`src/design/mfb_crc_pkg.sv`:
```
`timescale 1ns / 1ps
`default_nettype none

package mfb_crc_pkg;

   // frame layout
   localparam int MAX_PAYLOAD = 102;
   localparam int CNT_W       = $clog2(MAX_PAYLOAD + 1);
   localparam int HDR_LEN     = 23;
   localparam int HDR_IDX_W   = $clog2(HDR_LEN);
   localparam int HDR_W       = HDR_LEN * 8;

   // fixed header bytes
   localparam logic [7:0] FRAME_CTRL_LO = 8'h01;
   localparam logic [7:0] FRAME_CTRL_HI = 8'hCC;
   localparam logic [7:0] SEQ_NUM       = 8'h00;

   // reflected crc-16
   localparam logic [15:0] CRC_POLY = 16'h8408;
   localparam logic [15:0] CRC_INIT = 16'hFFFF;

   // register indexes
   localparam int CSR_IDX_W = 2;
   localparam logic [CSR_IDX_W-1:0] CSR_DEST_PAN  = 2'd0;
   localparam logic [CSR_IDX_W-1:0] CSR_DEST_ADDR = 2'd1;
   localparam logic [CSR_IDX_W-1:0] CSR_SRC_PAN   = 2'd2;
   localparam logic [CSR_IDX_W-1:0] CSR_SRC_ADDR  = 2'd3;

   // phase of the request in hand
   typedef enum logic [4:0] {
      PH_START  = 5'b00001,
      PH_HDR    = 5'b00010,
      PH_DATA   = 5'b00100,
      PH_CRC_HI = 5'b01000,
      PH_CRC_LO = 5'b10000
   } phase_type;

   // one byte through the crc, lsb first
   function automatic logic [15:0] crc16_byte(input logic [15:0] crc, input logic [7:0] data);
      logic [15:0] c;
      logic [7:0]  b;
      c = crc;
      b = data;
      for (int k = 0; k < 8; k++) begin
         if (c[0] ^ b[0]) begin
            c = (c >> 1) ^ CRC_POLY;
         end else begin
            c = c >> 1;
         end
         b = b >> 1;
      end
      return c;
   endfunction

endpackage

`default_nettype wire

```
`src/design/mac_frame_builder_crc16_core.sv`:
```
`timescale 1ns / 1ps
`default_nettype none

// Data frame builder with CRC-16 trailer.
// Request channel (req_*): one payload byte per request, with end_of_payload on the
// last byte of a frame and empty_frame for a frame without payload. Response channel
// (rsp_*): the frame, one byte per response; end_of_frame marks the second CRC byte,
// too_long on it reports payload bytes dropped beyond the payload limit.
// Config channel (csr_*): writes the PAN ids and addresses, always ready; write only
// while no frame byte is pending.
// Throughput: the first request of a frame also emits the 23-byte header, the last one
// the two CRC bytes; the single byte sequencer emits one response per cycle while the
// receiver does not stall, and takes a new request in the cycle the one in hand
// finishes. Dropped bytes give no response.
// An accepted request is held in the request register, and its responses are held in
// the output register that drives rsp_*.
// Reset clears the config registers to zero and the frame state to its start, the CRC
// to its initial value. When the receiver stalls, the output register holds its byte,
// the sequencer waits and req_stall rises once the request in hand cannot finish.
module mac_frame_builder_crc16_core
   import mfb_crc_pkg::*;
(
   input  wire logic                 clock,
   input  wire logic                 reset,
   input  wire logic                 req_valid,
   output logic                      req_stall,
   input  wire logic [7:0]           req_payload_byte,
   input  wire logic                 req_end_of_payload,
   input  wire logic                 req_empty_frame,
   output logic                      rsp_valid,
   input  wire logic                 rsp_stall,
   output logic [7:0]                rsp_frame_byte,
   output logic                      rsp_end_of_frame,
   output logic                      rsp_too_long,
   input  wire logic                 csr_valid,
   output logic                      csr_ready,
   input  wire logic [CSR_IDX_W-1:0] csr_index,
   input  wire logic [63:0]          csr_wdata
);

   // config registers
   logic [15:0] dest_pan_ff, src_pan_ff;
   logic [63:0] dest_addr_ff, src_addr_ff;

   // request in hand
   logic                 cur_valid_ff, cur_valid_in;
   logic [7:0]           cur_byte_ff;
   logic                 cur_last_ff, cur_empty_ff;
   phase_type            ph_ff, ph_in;
   logic [HDR_IDX_W-1:0] idx_ff, idx_in;

   // frame state
   logic [15:0]      crc_ff, crc_in;
   logic             in_frame_ff, in_frame_in;
   logic [CNT_W-1:0] count_ff, count_in;
   logic             ovf_ff, ovf_in;

   // output register
   logic       rsp_valid_ff, rsp_valid_in;
   logic [7:0] rsp_byte_ff, rsp_byte_in;
   logic       rsp_eof_ff, rsp_eof_in;
   logic       rsp_tl_ff, rsp_tl_in;

   logic            count_full;
   phase_type       after_ph, eff_ph;
   logic            after_none, after_ovf, eff_none, eff_ovf;
   logic            out_free, step_fire, step_emit, step_done, req_accept;
   logic [HDR_W-1:0] hdr_vec;
   logic [15:0]     crc_inv;

   assign csr_ready = 1'b1;
   assign count_full = (count_ff >= CNT_W'(MAX_PAYLOAD));
   assign hdr_vec = {src_addr_ff, src_pan_ff, dest_addr_ff, dest_pan_ff,
                     SEQ_NUM, FRAME_CTRL_HI, FRAME_CTRL_LO};
   assign crc_inv = ~crc_ff;

   // what follows the header (or a byte inside a frame)
   always_comb begin
      after_ph   = PH_DATA;
      after_none = 1'b0;
      after_ovf  = 1'b0;
      priority if (cur_empty_ff) begin
         after_ph = PH_CRC_HI;
      end else if (!count_full) begin
         after_ph = PH_DATA;
      end else begin
         after_ovf = 1'b1;
         if (cur_last_ff) begin
            after_ph = PH_CRC_HI;
         end else begin
            after_none = 1'b1;
         end
      end
   end

   // effective phase this cycle
   always_comb begin
      eff_ph   = ph_ff;
      eff_none = 1'b0;
      eff_ovf  = 1'b0;
      if (ph_ff == PH_START) begin
         if (!in_frame_ff) begin
            eff_ph = PH_HDR;
         end else begin
            eff_ph   = after_ph;
            eff_none = after_none;
            eff_ovf  = after_ovf;
         end
      end
   end

   // handshake
   assign out_free   = !rsp_valid_ff || !rsp_stall;
   assign step_fire  = cur_valid_ff && (eff_none || out_free);
   assign step_emit  = step_fire && !eff_none;
   assign step_done  = step_fire && (eff_none
                       || (eff_ph == PH_DATA && !cur_last_ff) || eff_ph == PH_CRC_LO);
   assign req_stall  = cur_valid_ff && !step_done;
   assign req_accept = req_valid && !req_stall;

   // sequencer and frame state
   always_comb begin
      ph_in        = ph_ff;
      idx_in       = idx_ff;
      crc_in       = crc_ff;
      in_frame_in  = in_frame_ff;
      count_in     = count_ff;
      ovf_in       = ovf_ff;
      rsp_byte_in  = rsp_byte_ff;
      rsp_eof_in   = 1'b0;
      rsp_tl_in    = 1'b0;
      cur_valid_in = req_accept ? 1'b1 : (step_done ? 1'b0 : cur_valid_ff);
      rsp_valid_in = out_free ? step_emit : rsp_valid_ff;
      if (!out_free) begin
         rsp_eof_in = rsp_eof_ff;
         rsp_tl_in  = rsp_tl_ff;
      end
      if (step_fire && eff_ovf) begin
         ovf_in = 1'b1;
      end
      // a dropped byte leaves the crc, the count and the output alone
      if (step_emit) begin
         unique case (eff_ph)
            PH_HDR: begin
               rsp_byte_in = hdr_vec[{idx_ff, 3'b000} +: 8];
               in_frame_in = 1'b1;
               if (idx_ff == HDR_IDX_W'(HDR_LEN - 1)) begin
                  ph_in = after_ph;
               end else begin
                  ph_in  = PH_HDR;
                  idx_in = idx_ff + 1'b1;
               end
            end
            PH_DATA: begin
               rsp_byte_in = cur_byte_ff;
               crc_in      = crc16_byte(crc_ff, cur_byte_ff);
               count_in    = count_ff + 1'b1;
               ph_in       = PH_CRC_HI;
            end
            PH_CRC_HI: begin
               rsp_byte_in = crc_inv[15:8];
               ph_in       = PH_CRC_LO;
            end
            PH_CRC_LO: begin
               rsp_byte_in = crc_inv[7:0];
               rsp_eof_in  = 1'b1;
               rsp_tl_in   = ovf_ff;
               crc_in      = CRC_INIT;
               in_frame_in = 1'b0;
               count_in    = '0;
               ovf_in      = 1'b0;
            end
            default: begin
               ph_in = ph_ff;
            end
         endcase
      end
      // a new request starts over
      if (req_accept) begin
         ph_in  = PH_START;
         idx_in = '0;
      end
   end

   always_ff @(posedge clock) begin
      if (reset) begin
         cur_valid_ff <= 1'b0;
         ph_ff        <= PH_START;
         idx_ff       <= '0;
         crc_ff       <= CRC_INIT;
         in_frame_ff  <= 1'b0;
         count_ff     <= '0;
         ovf_ff       <= 1'b0;
         rsp_valid_ff <= 1'b0;
         rsp_eof_ff   <= 1'b0;
         rsp_tl_ff    <= 1'b0;
      end else begin
         cur_valid_ff <= cur_valid_in;
         ph_ff        <= ph_in;
         idx_ff       <= idx_in;
         crc_ff       <= crc_in;
         in_frame_ff  <= in_frame_in;
         count_ff     <= count_in;
         ovf_ff       <= ovf_in;
         rsp_valid_ff <= rsp_valid_in;
         rsp_eof_ff   <= rsp_eof_in;
         rsp_tl_ff    <= rsp_tl_in;
      end
   end

   // request and response payload
   always_ff @(posedge clock) begin
      if (req_accept) begin
         cur_byte_ff  <= req_payload_byte;
         cur_last_ff  <= req_end_of_payload;
         cur_empty_ff <= req_empty_frame;
      end
      rsp_byte_ff <= rsp_byte_in;
   end

   // config writes
   always_ff @(posedge clock) begin
      if (reset) begin
         dest_pan_ff  <= '0;
         dest_addr_ff <= '0;
         src_pan_ff   <= '0;
         src_addr_ff  <= '0;
      end else if (csr_valid && csr_ready) begin
         unique case (csr_index)
            CSR_DEST_PAN:  dest_pan_ff  <= csr_wdata[15:0];
            CSR_DEST_ADDR: dest_addr_ff <= csr_wdata;
            CSR_SRC_PAN:   src_pan_ff   <= csr_wdata[15:0];
            CSR_SRC_ADDR:  src_addr_ff  <= csr_wdata;
            default: ;
         endcase
      end
   end

   assign rsp_valid        = rsp_valid_ff;
   assign rsp_frame_byte   = rsp_byte_ff;
   assign rsp_end_of_frame = rsp_eof_ff;
   assign rsp_too_long     = rsp_tl_ff;

   // checks
   a_tl_on_eof: assert property (@(posedge clock) disable iff (reset)
      rsp_valid && rsp_too_long |-> rsp_end_of_frame)
      else $error("too_long outside the last frame byte");

   a_eof_closes: assert property (@(posedge clock) disable iff (reset)
      step_fire && eff_ph == PH_CRC_LO |=> !in_frame_ff && crc_ff == CRC_INIT)
      else $error("frame state not cleared after crc");

   a_count_limit: assert property (@(posedge clock) disable iff (reset)
      count_ff <= CNT_W'(MAX_PAYLOAD))
      else $error("payload count beyond limit");

   a_idle_ready: assert property (@(posedge clock) disable iff (reset)
      !cur_valid_ff |-> !req_stall)
      else $error("stall with no request in hand");

endmodule

`default_nettype wire
```
`config.mk`:
```
export PLATFORM = sky130hd
export DESIGN_NAME = mac_frame_builder_crc16_core
export DESIGN_NICKNAME = d
export VERILOG_FILES = /design/src/design/mfb_crc_pkg.sv /design/src/design/mac_frame_builder_crc16_core.sv
export SDC_FILE = /design/constraint.sdc
export NUM_CORES = 1
export LEC_CHECK = 0
export ABC_CLOCK_PERIOD_IN_PS = 2250
export BUFFER_PORTS_ARGS = -buffer_cell sky130_fd_sc_hd__buf_2
export CORE_MARGIN = 2
export CORE_UTILIZATION = 53
export CTS_CLUSTER_DIAMETER = 80
export DETAILED_ROUTE_END_ITERATION = 8
export GPL_TIMING_DRIVEN = 0
export PLACE_DENSITY = 0.75
export SYNTH_ARGS = -nofsm -noshare
export SYNTH_HDL_FRONTEND = slang
export SYNTH_SLANG_ARGS = --single-unit
```
`constraint.sdc`:
```
create_clock -name clock -period 2.25 [get_ports clock]
set_input_delay 0.45 -clock clock [delete_from_list [all_inputs] [get_ports clock]]
set_output_delay 0.45 -clock clock [all_outputs]
set_load 0.01 [all_outputs]
```
# [Word level (Yosys, flattened, before mapping)]
# Cells that the tools add are included.
[op_classes] addsub=2 order_cmp=1 n_eq_ne=9 n_shift=1 muxes=53 n_bitwise=18 n_reduce_logical=33
[ops] cell="$mux W16" n=22
[ops] cell="$shiftx A184 B9 Y8" n=1
[ops] cell="$pmux W16 S2" n=1
[ops] cell="$pmux W8 S4" n=1
[ops] cell="$mux W5" n=5
[ops] cell="$not A2 Y3" n=8
[ops] cell="$mux W1" n=20
[ops] cell="$not A16 Y16" n=1
[ops] cell="$reduce_and A2 Y1" n=8
[ops] cell="$pmux W5 S3" n=1
[ops] cell="$pmux W7 S2" n=1
[ops] cell="$eq A5 B5 Y1 const B" n=2
[ops] cell="$xor A1 B1 Y1" n=8
[ops] cell="$add A7 B1 Y7 const B" n=1
[ops] cell="$ge A7 B7 Y1 const B" n=1
[ops] cell="$logic_and A1 B1 Y1" n=7
[ops] cell="$logic_not A1 Y1" n=6
[ops] cell="$reduce_bool A2 Y1" n=3
[ops] cell="$add A5 B1 Y5 const B" n=1
[ops] cell="$eq A5 B1 Y1 const B" n=1
[ops] cell="$eq A5 B2 Y1 const B" n=1
[ops] cell="$eq A5 B3 Y1 const B" n=1
[ops] cell="$eq A5 B4 Y1 const B" n=1
[ops] cell="$eq A2 B2 Y1 const B" n=2
[ops] cell="10 further kinds" n=13
[word_totals] register_bits=217 out_inout_bits=13 elab_cells=135

# [Longest topological paths before layout]
[depth] depth_word=36 mapped_depth=9 mapped_depth_nobuf=7

# [Least setup slack after synthesis]
# OpenSTA, ideal clock, no wires.
[synth_timing] path_type="register to register" from="reg ph_ff[4]" to="reg cur_byte_ff[0] (enable)" setup_time_ns=0.383 arrival_ns=1.766 setup_slack_ns=0.101 path_stages_with_launch=6 n_path_buf=1 synth_period_minus_slack_ns=2.149 cell_sequence="dfxtp_1 -> buf_2 -> nor4_1 -> nand2_1 -> a32o_1 -> a31oi_1"
[synth_between] elab_chain_cells=11 word_cells_on_any_way=15 classes_between="3 x eq/ne; 2 x mux; 10 x reduce/logical"
[synth_rtl] item="start, declared" line_no="mac_frame_builder_crc16_core.sv:49" text="phase_type ph_ff, ph_in;"
[synth_rtl] item="start signal, assigned" line_no="mac_frame_builder_crc16_core.sv:199" text="ph_ff <= ph_in;"
[synth_rtl] item="$eq A5 B1 Y1" line_no="mac_frame_builder_crc16_core.sv:101" text="if (ph_ff == PH_START) begin"
[synth_rtl] item="$mux W5" line_no="mac_frame_builder_crc16_core.sv:101"
[synth_rtl] item="$eq A5 B3 Y1" line_no="mac_frame_builder_crc16_core.sv:117" text="|| (eff_ph == PH_DATA && !cur_last_ff) || eff_ph == PH_CRC_LO);"
[synth_rtl] item="$logic_and A1 B1 Y1" line_no="mac_frame_builder_crc16_core.sv:117"
[synth_rtl] item="$logic_or A1 B1 Y1 (2 in series)" line_no="mac_frame_builder_crc16_core.sv:117"
[synth_rtl] item="$logic_and A1 B1 Y1 (*)" line_no="mac_frame_builder_crc16_core.sv:116" text="assign step_done = step_fire && (eff_none"
[synth_rtl] item="$logic_not A1 Y1 (*)" line_no="mac_frame_builder_crc16_core.sv:118" text="assign req_stall = cur_valid_ff && !step_done;"
[synth_rtl] item="$logic_and A1 B1 Y1 (*)" line_no="mac_frame_builder_crc16_core.sv:118"
[synth_rtl] item="$logic_not A1 Y1 (*)" line_no="mac_frame_builder_crc16_core.sv:119" text="assign req_accept = req_valid && !req_stall;"
[synth_rtl] item="$logic_and A1 B1 Y1 (*)" line_no="mac_frame_builder_crc16_core.sv:119"
[synth_rtl] item="end signal, assigned" line_no="mac_frame_builder_crc16_core.sv:214" text="cur_byte_ff <= req_payload_byte;"
[synth_rtl] item="end, declared" line_no="mac_frame_builder_crc16_core.sv:47" text="logic [7:0] cur_byte_ff;"
# Mark *: on every way between the ends. The rest lies on a longest branch, timed or not.
# A chain may end at the register's enable or synchronous reset.

# [Final worst setup path]
[layout_timing] from="reg cur_last_ff" to="out req_stall"
[layout_between] elab_chain_cells=12 word_cells_on_any_way=21 classes_between="2 x eq/ne; 10 x mux; 9 x reduce/logical"
[layout_rtl] item="start, declared" line_no="mac_frame_builder_crc16_core.sv:48" text="logic cur_last_ff, cur_empty_ff;"
[layout_rtl] item="start signal, assigned" line_no="mac_frame_builder_crc16_core.sv:215" text="cur_last_ff <= req_end_of_payload;"
[layout_rtl] item="$mux W4" line_no="mac_frame_builder_crc16_core.sv:88" text="if (cur_last_ff) begin"
[layout_rtl] item="$mux W5" line_no="mac_frame_builder_crc16_core.sv:84" text="end else if (!count_full) begin"
[layout_rtl] item="$mux W5" line_no="mac_frame_builder_crc16_core.sv:82" text="priority if (cur_empty_ff) begin"
[layout_rtl] item="$mux W5" line_no="mac_frame_builder_crc16_core.sv:102" text="if (!in_frame_ff) begin"
[layout_rtl] item="$mux W5" line_no="mac_frame_builder_crc16_core.sv:101"
[layout_rtl] item="$eq A5 B3 Y1" line_no="mac_frame_builder_crc16_core.sv:117"
[layout_rtl] item="$logic_and A1 B1 Y1" line_no="mac_frame_builder_crc16_core.sv:117"
[layout_rtl] item="$logic_or A1 B1 Y1 (2 in series)" line_no="mac_frame_builder_crc16_core.sv:117"
[layout_rtl] item="$logic_and A1 B1 Y1 (*)" line_no="mac_frame_builder_crc16_core.sv:116"
[layout_rtl] item="$logic_not A1 Y1 (*)" line_no="mac_frame_builder_crc16_core.sv:118"
[layout_rtl] item="$logic_and A1 B1 Y1 (*)" line_no="mac_frame_builder_crc16_core.sv:118"
[layout_rtl] item="end, declared" line_no="mac_frame_builder_crc16_core.sv:26" text="output logic req_stall,"
# Marked as above.

==> summary.txt <==
Clock tree
  – Root cell of the clock tree: clkbuf_16
  – CTS tree: yes
  – CTS H-Tree Depth: 1
  – Clock transition at the registers of the reported paths: around 0.060 ns
  – CTS Buf Count: 24
  – Hold-fix buffers, CTS: 0
  – Worst skew pair latency: 0.52 ns
  – Clk sinks: 217
  – Clock Path Buffers: 3

Route
  – Drt first pass iters: 6
  – Initial DRC count: between 1000 and 1500
  – WL final: roughly 30000 um
  – Routed vias: 9054
  – Wire per inst: 20.04 um
  – Via density: 6.000
  – Drt drc: 0
  – ANT nets after route: 0

Yosys
  – Mapped Area: about 9700 um^2
  – Ys flop type: dfxtp_1
  – Distinct cell type count after synthesis: 68
  – Net Count, Synth: 1208
  – Post-synthesis cell count: 1123
  – Synth warnings: 0
  – Register area share after synthesis: 0.4665
  – Flops & latches, synth: roughly 220
  – Synth Area per Inst: ~8.6 um^2
  – EDFF count, synth: 18
  – FFs w/ async S/R, synth: 0

Pwr
  – PD cells: a little under 800 nW/um^2
  – Max VDD drop: about 0.60 mV
  – Leakage dissipation: approximately 4.3 nW
  – Power, Total: 0.009183 W

Timing
  – Max_slew headroom: 0.2633
  – Clock skew: ~0.013 ns
  – Pins Over Slew Limit: 0
  – Fmax: between 0.4 and 0.5 GHz
  – Final setup violation count: 1
  – Hold Fails Final Rpt: 0
  – Final WS setup: -0.07919 ns
  – RSZ-0062 raised after global routing: yes
  – Crit path time final: between 2 and 2.5 ns
  – Slew @ Worst Pin: ~1.1 ns
  – TNS Setup: -0.07919 ns
  – Period Utilization, post-route: 1.035

Cells and area
  – Post-route insts no fill: ~1500
  – Multi-input gate area: between 4000 and 5000 um^2
  – Layout fillers: around 1500
  – Register area: around 4500 um^2
  – Ratio of cells with drive above 1 in the final layout: 0.2133
  – Area delta synth->final: 21.21%
  – Final antenna diode count: 0
  – Share of the core filled with cells: 0.6545
  – Final #Nets: 1349

Global route
  – GRT met1 Usage: 0.3889
  – Met3 global-route usage: 0.05403
  – Largest net degree at the start of global routing: 14
  – First-pass GRT wire length: around 46000 um
  – Initial antenna violation count: 0
  – GRT overflow: 0
  – Gr busiest metal: met2
  – GRT Util Overall: 0.2961
  – M2 GR Usage: 0.4915
  – Vias in the first global route: about 8300

Floorplanning
  – Io pins: 94
  – Die area: between 15000 and 20000 um^2
  – Initial Util: 0.5399
  – Row count: between 40 and 50
  – Die Wd: around 140 um
  – Core ar.: roughly 18000 um^2
  – Die height: approximately 140 um

Critical path
  – Cell chain of the critical path: buf_6 -> nand4b_1 -> a32o_2 -> nand3_2 -> inv_1 -> buf_2
  – Worst Setup End Kind: primary output
  – Crit path kind: reg2out
  – Worst path required time: between 1.5 and 2 ns
  – Worst path slowest cell: edfxtp_1
  – WP data arrival: approximately 1.9 ns
  – Slowest cell delay on critical path: approximately 0.44 ns
  – Crit start category: flop
  – Crit path max fanout: 2

Place
  – Port Buf Inserts: 90
  – Pre-CTS setup slack: -0.6039 ns
  – Dpl cells: around 1400
  – RD Place Congestion: between 0.9 and 1
  – Hpwl dp: between 20000 and 25000 um

Outcome
  – Outcome: complete, but fails checks
  – Failing checks: negative setup slack

Worst hold path
  – Worst hold-check path type: in2reg

Job
  – Maxcap violations: 0
[worst max-delay path, delay by kind of cell (launching register included)]
family / cells / cell delay [ns]
flops: 1 / 0.44
buf+inv: 3 / 0.32
compound gates: 1 / 0.32
simple gates: 2 / 0.27
[sequential cells by signal, indices dropped and copies added, names as in the netlist, 5 cells and up]
name	cells
cur_byte_ff	8
src_pan_ff	16
dest_addr_ff	64
idx_ff	5
dest_pan_ff	16
count_ff	7
src_addr_ff	64
rsp_frame_byte	8
ph_ff	5
crc_ff	16
[timing repair]
item / CTS / global route
endpoints found under the hold margin: 0 / 0
endpoints found under the setup margin: 42 / 50
cloned: 0 / 1
pin swaps: 6 / 14
buffers inserted: 11 / 19
gates resized for setup: 37 / 50
[synth_stat cells, types with 4 or more instances]
master / number / area (um^2)
nand2_1: 339 / 1272
dfxtp_1: 199 / 3984
a21oi_1: 191 / 955.9
clkbuf_1: 61 / 229.0
mux4_2: 29 / 653.1
nor2_1: 29 / 108.9
xnor2_1: 19 / 166.4
edfxtp_1: 18 / 540.5
a221oi_1: 15 / 131.4
buf_2: 15 / 75.07
a2bb2oi_1: 14 / 122.6
inv_1: 14 / 52.55
nand3_1: 12 / 60.06
mux2_2: 11 / 123.9
mux2i_1: 10 / 100.1
xor2_1: 10 / 87.58
nand2b_1: 9 / 56.30
a31oi_1: 8 / 50.05
and3_1: 7 / 43.79
buf_1: 7 / 26.28
nor3_1: 6 / 30.03
o21ai_0: 6 / 30.03
a211oi_1: 5 / 37.54
nand4_1: 5 / 31.28
a211o_1: 4 / 35.03
a21o_1: 4 / 30.03
buf_4: 4 / 30.03
ha_1: 4 / 50.05
nor3b_1: 4 / 30.03
o31ai_1: 4 / 30.03
o32a_1: 4 / 40.04
or3_1: 4 / 25.02
[worst paths after layout]
check	startpoint	endpoint	slack, ns	cells past startpoint
hold / removal	req_empty_frame	cur_empty_ff	0.11	1
setup reg to reg	ph_ff[0]	rsp_frame_byte[7]	0	10
hold reg to reg	src_addr_ff[3]	src_addr_ff[3]	0.45	2
setup / recovery	cur_last_ff	req_stall	-0.08	6
[cell type report]
type | instances | area share
Buffer | 81 | 0.03523
Clock buffer | 34 | 0.06130
Clock inverter | 8 | 0.006066
Inverter | 15 | 0.004789
Multi-Input combinational cell | 805 | 0.4234
Sequential cell | 217 | 0.3861
Tap cell | 229 | 0.02437
Timing Repair Buffer | 120 | 0.05875
[cells by family (layout without fill, tap and decap cells)]
kind of cell	count (synthesis)	after routing	share of synthesized area
other cells	1	1	0.0003866
compound gates	278	279	0.1743
buf+inv	102	258	0.04296
simple gates	442	442	0.1941
fa+ha+maj	4	4	0.005160
flops	217	217	0.4665
mux	50	50	0.09043
xor+xnor	29	29	0.02619
[metrics by stage]
stage | hold slack, ns | cell area (um^2)
after floorplan | 0.4312 | 9699
after global placement | 0.4382 | 10440
after detailed placement | 0.4460 | 10440
after CTS | 0.09468 | 11420
after global routing | 0.09996 | 11760
final | 0.1066 | 11760
[where the power goes]
group | internal, W | switching, W | leakage [nW]
clock network | 0.00234 | 0.00159 | 0.388
registers | 0.00405 | 0.000103 | 1.79
logic | 0.000447 | 0.000657 | 2.09
total | 0.00683 | 0.00235 | 4.27
[layer usage]
| metal | wire (um) | up-vias | share of wire |
|---|---|---|---|
| li1 | - | 4188 | - |
| met1 | 12290 | 4320 | 0.41 |
| met2 | 14130 | 453 | 0.47 |
| met3 | 2604 | 93 | 0.086 |
| met4 | 1217 | 0 | 0.040 |
| met5 | 0 | - | 0 |
[placed cells by master, fill, tap and decap left out, types with 7 or more instances in the layout]
cell / netlist / final
a21oi_1: 191 / 185
a221oi_1: 15 / 7
a2bb2oi_1: 14 / 14
a31oi_1: 8 / 7
and3_1: 7 / 7
buf_2: 15 / 94
buf_4: 4 / 32
buf_6: 0 / 9
clkbuf_1: 61 / 58
clkbuf_16: 0 / 26
dfxtp_1: 199 / 191
edfxtp_1: 18 / 18
inv_1: 14 / 14
mux2_2: 11 / 11
mux2i_1: 10 / 10
mux4_2: 29 / 29
nand2_1: 339 / 337
nand2b_1: 9 / 9
nand3_1: 12 / 10
nor2_1: 29 / 28
xnor2_1: 19 / 19
xor2_1: 10 / 10
Note: power is estimated with default switching activity, not from simulation.
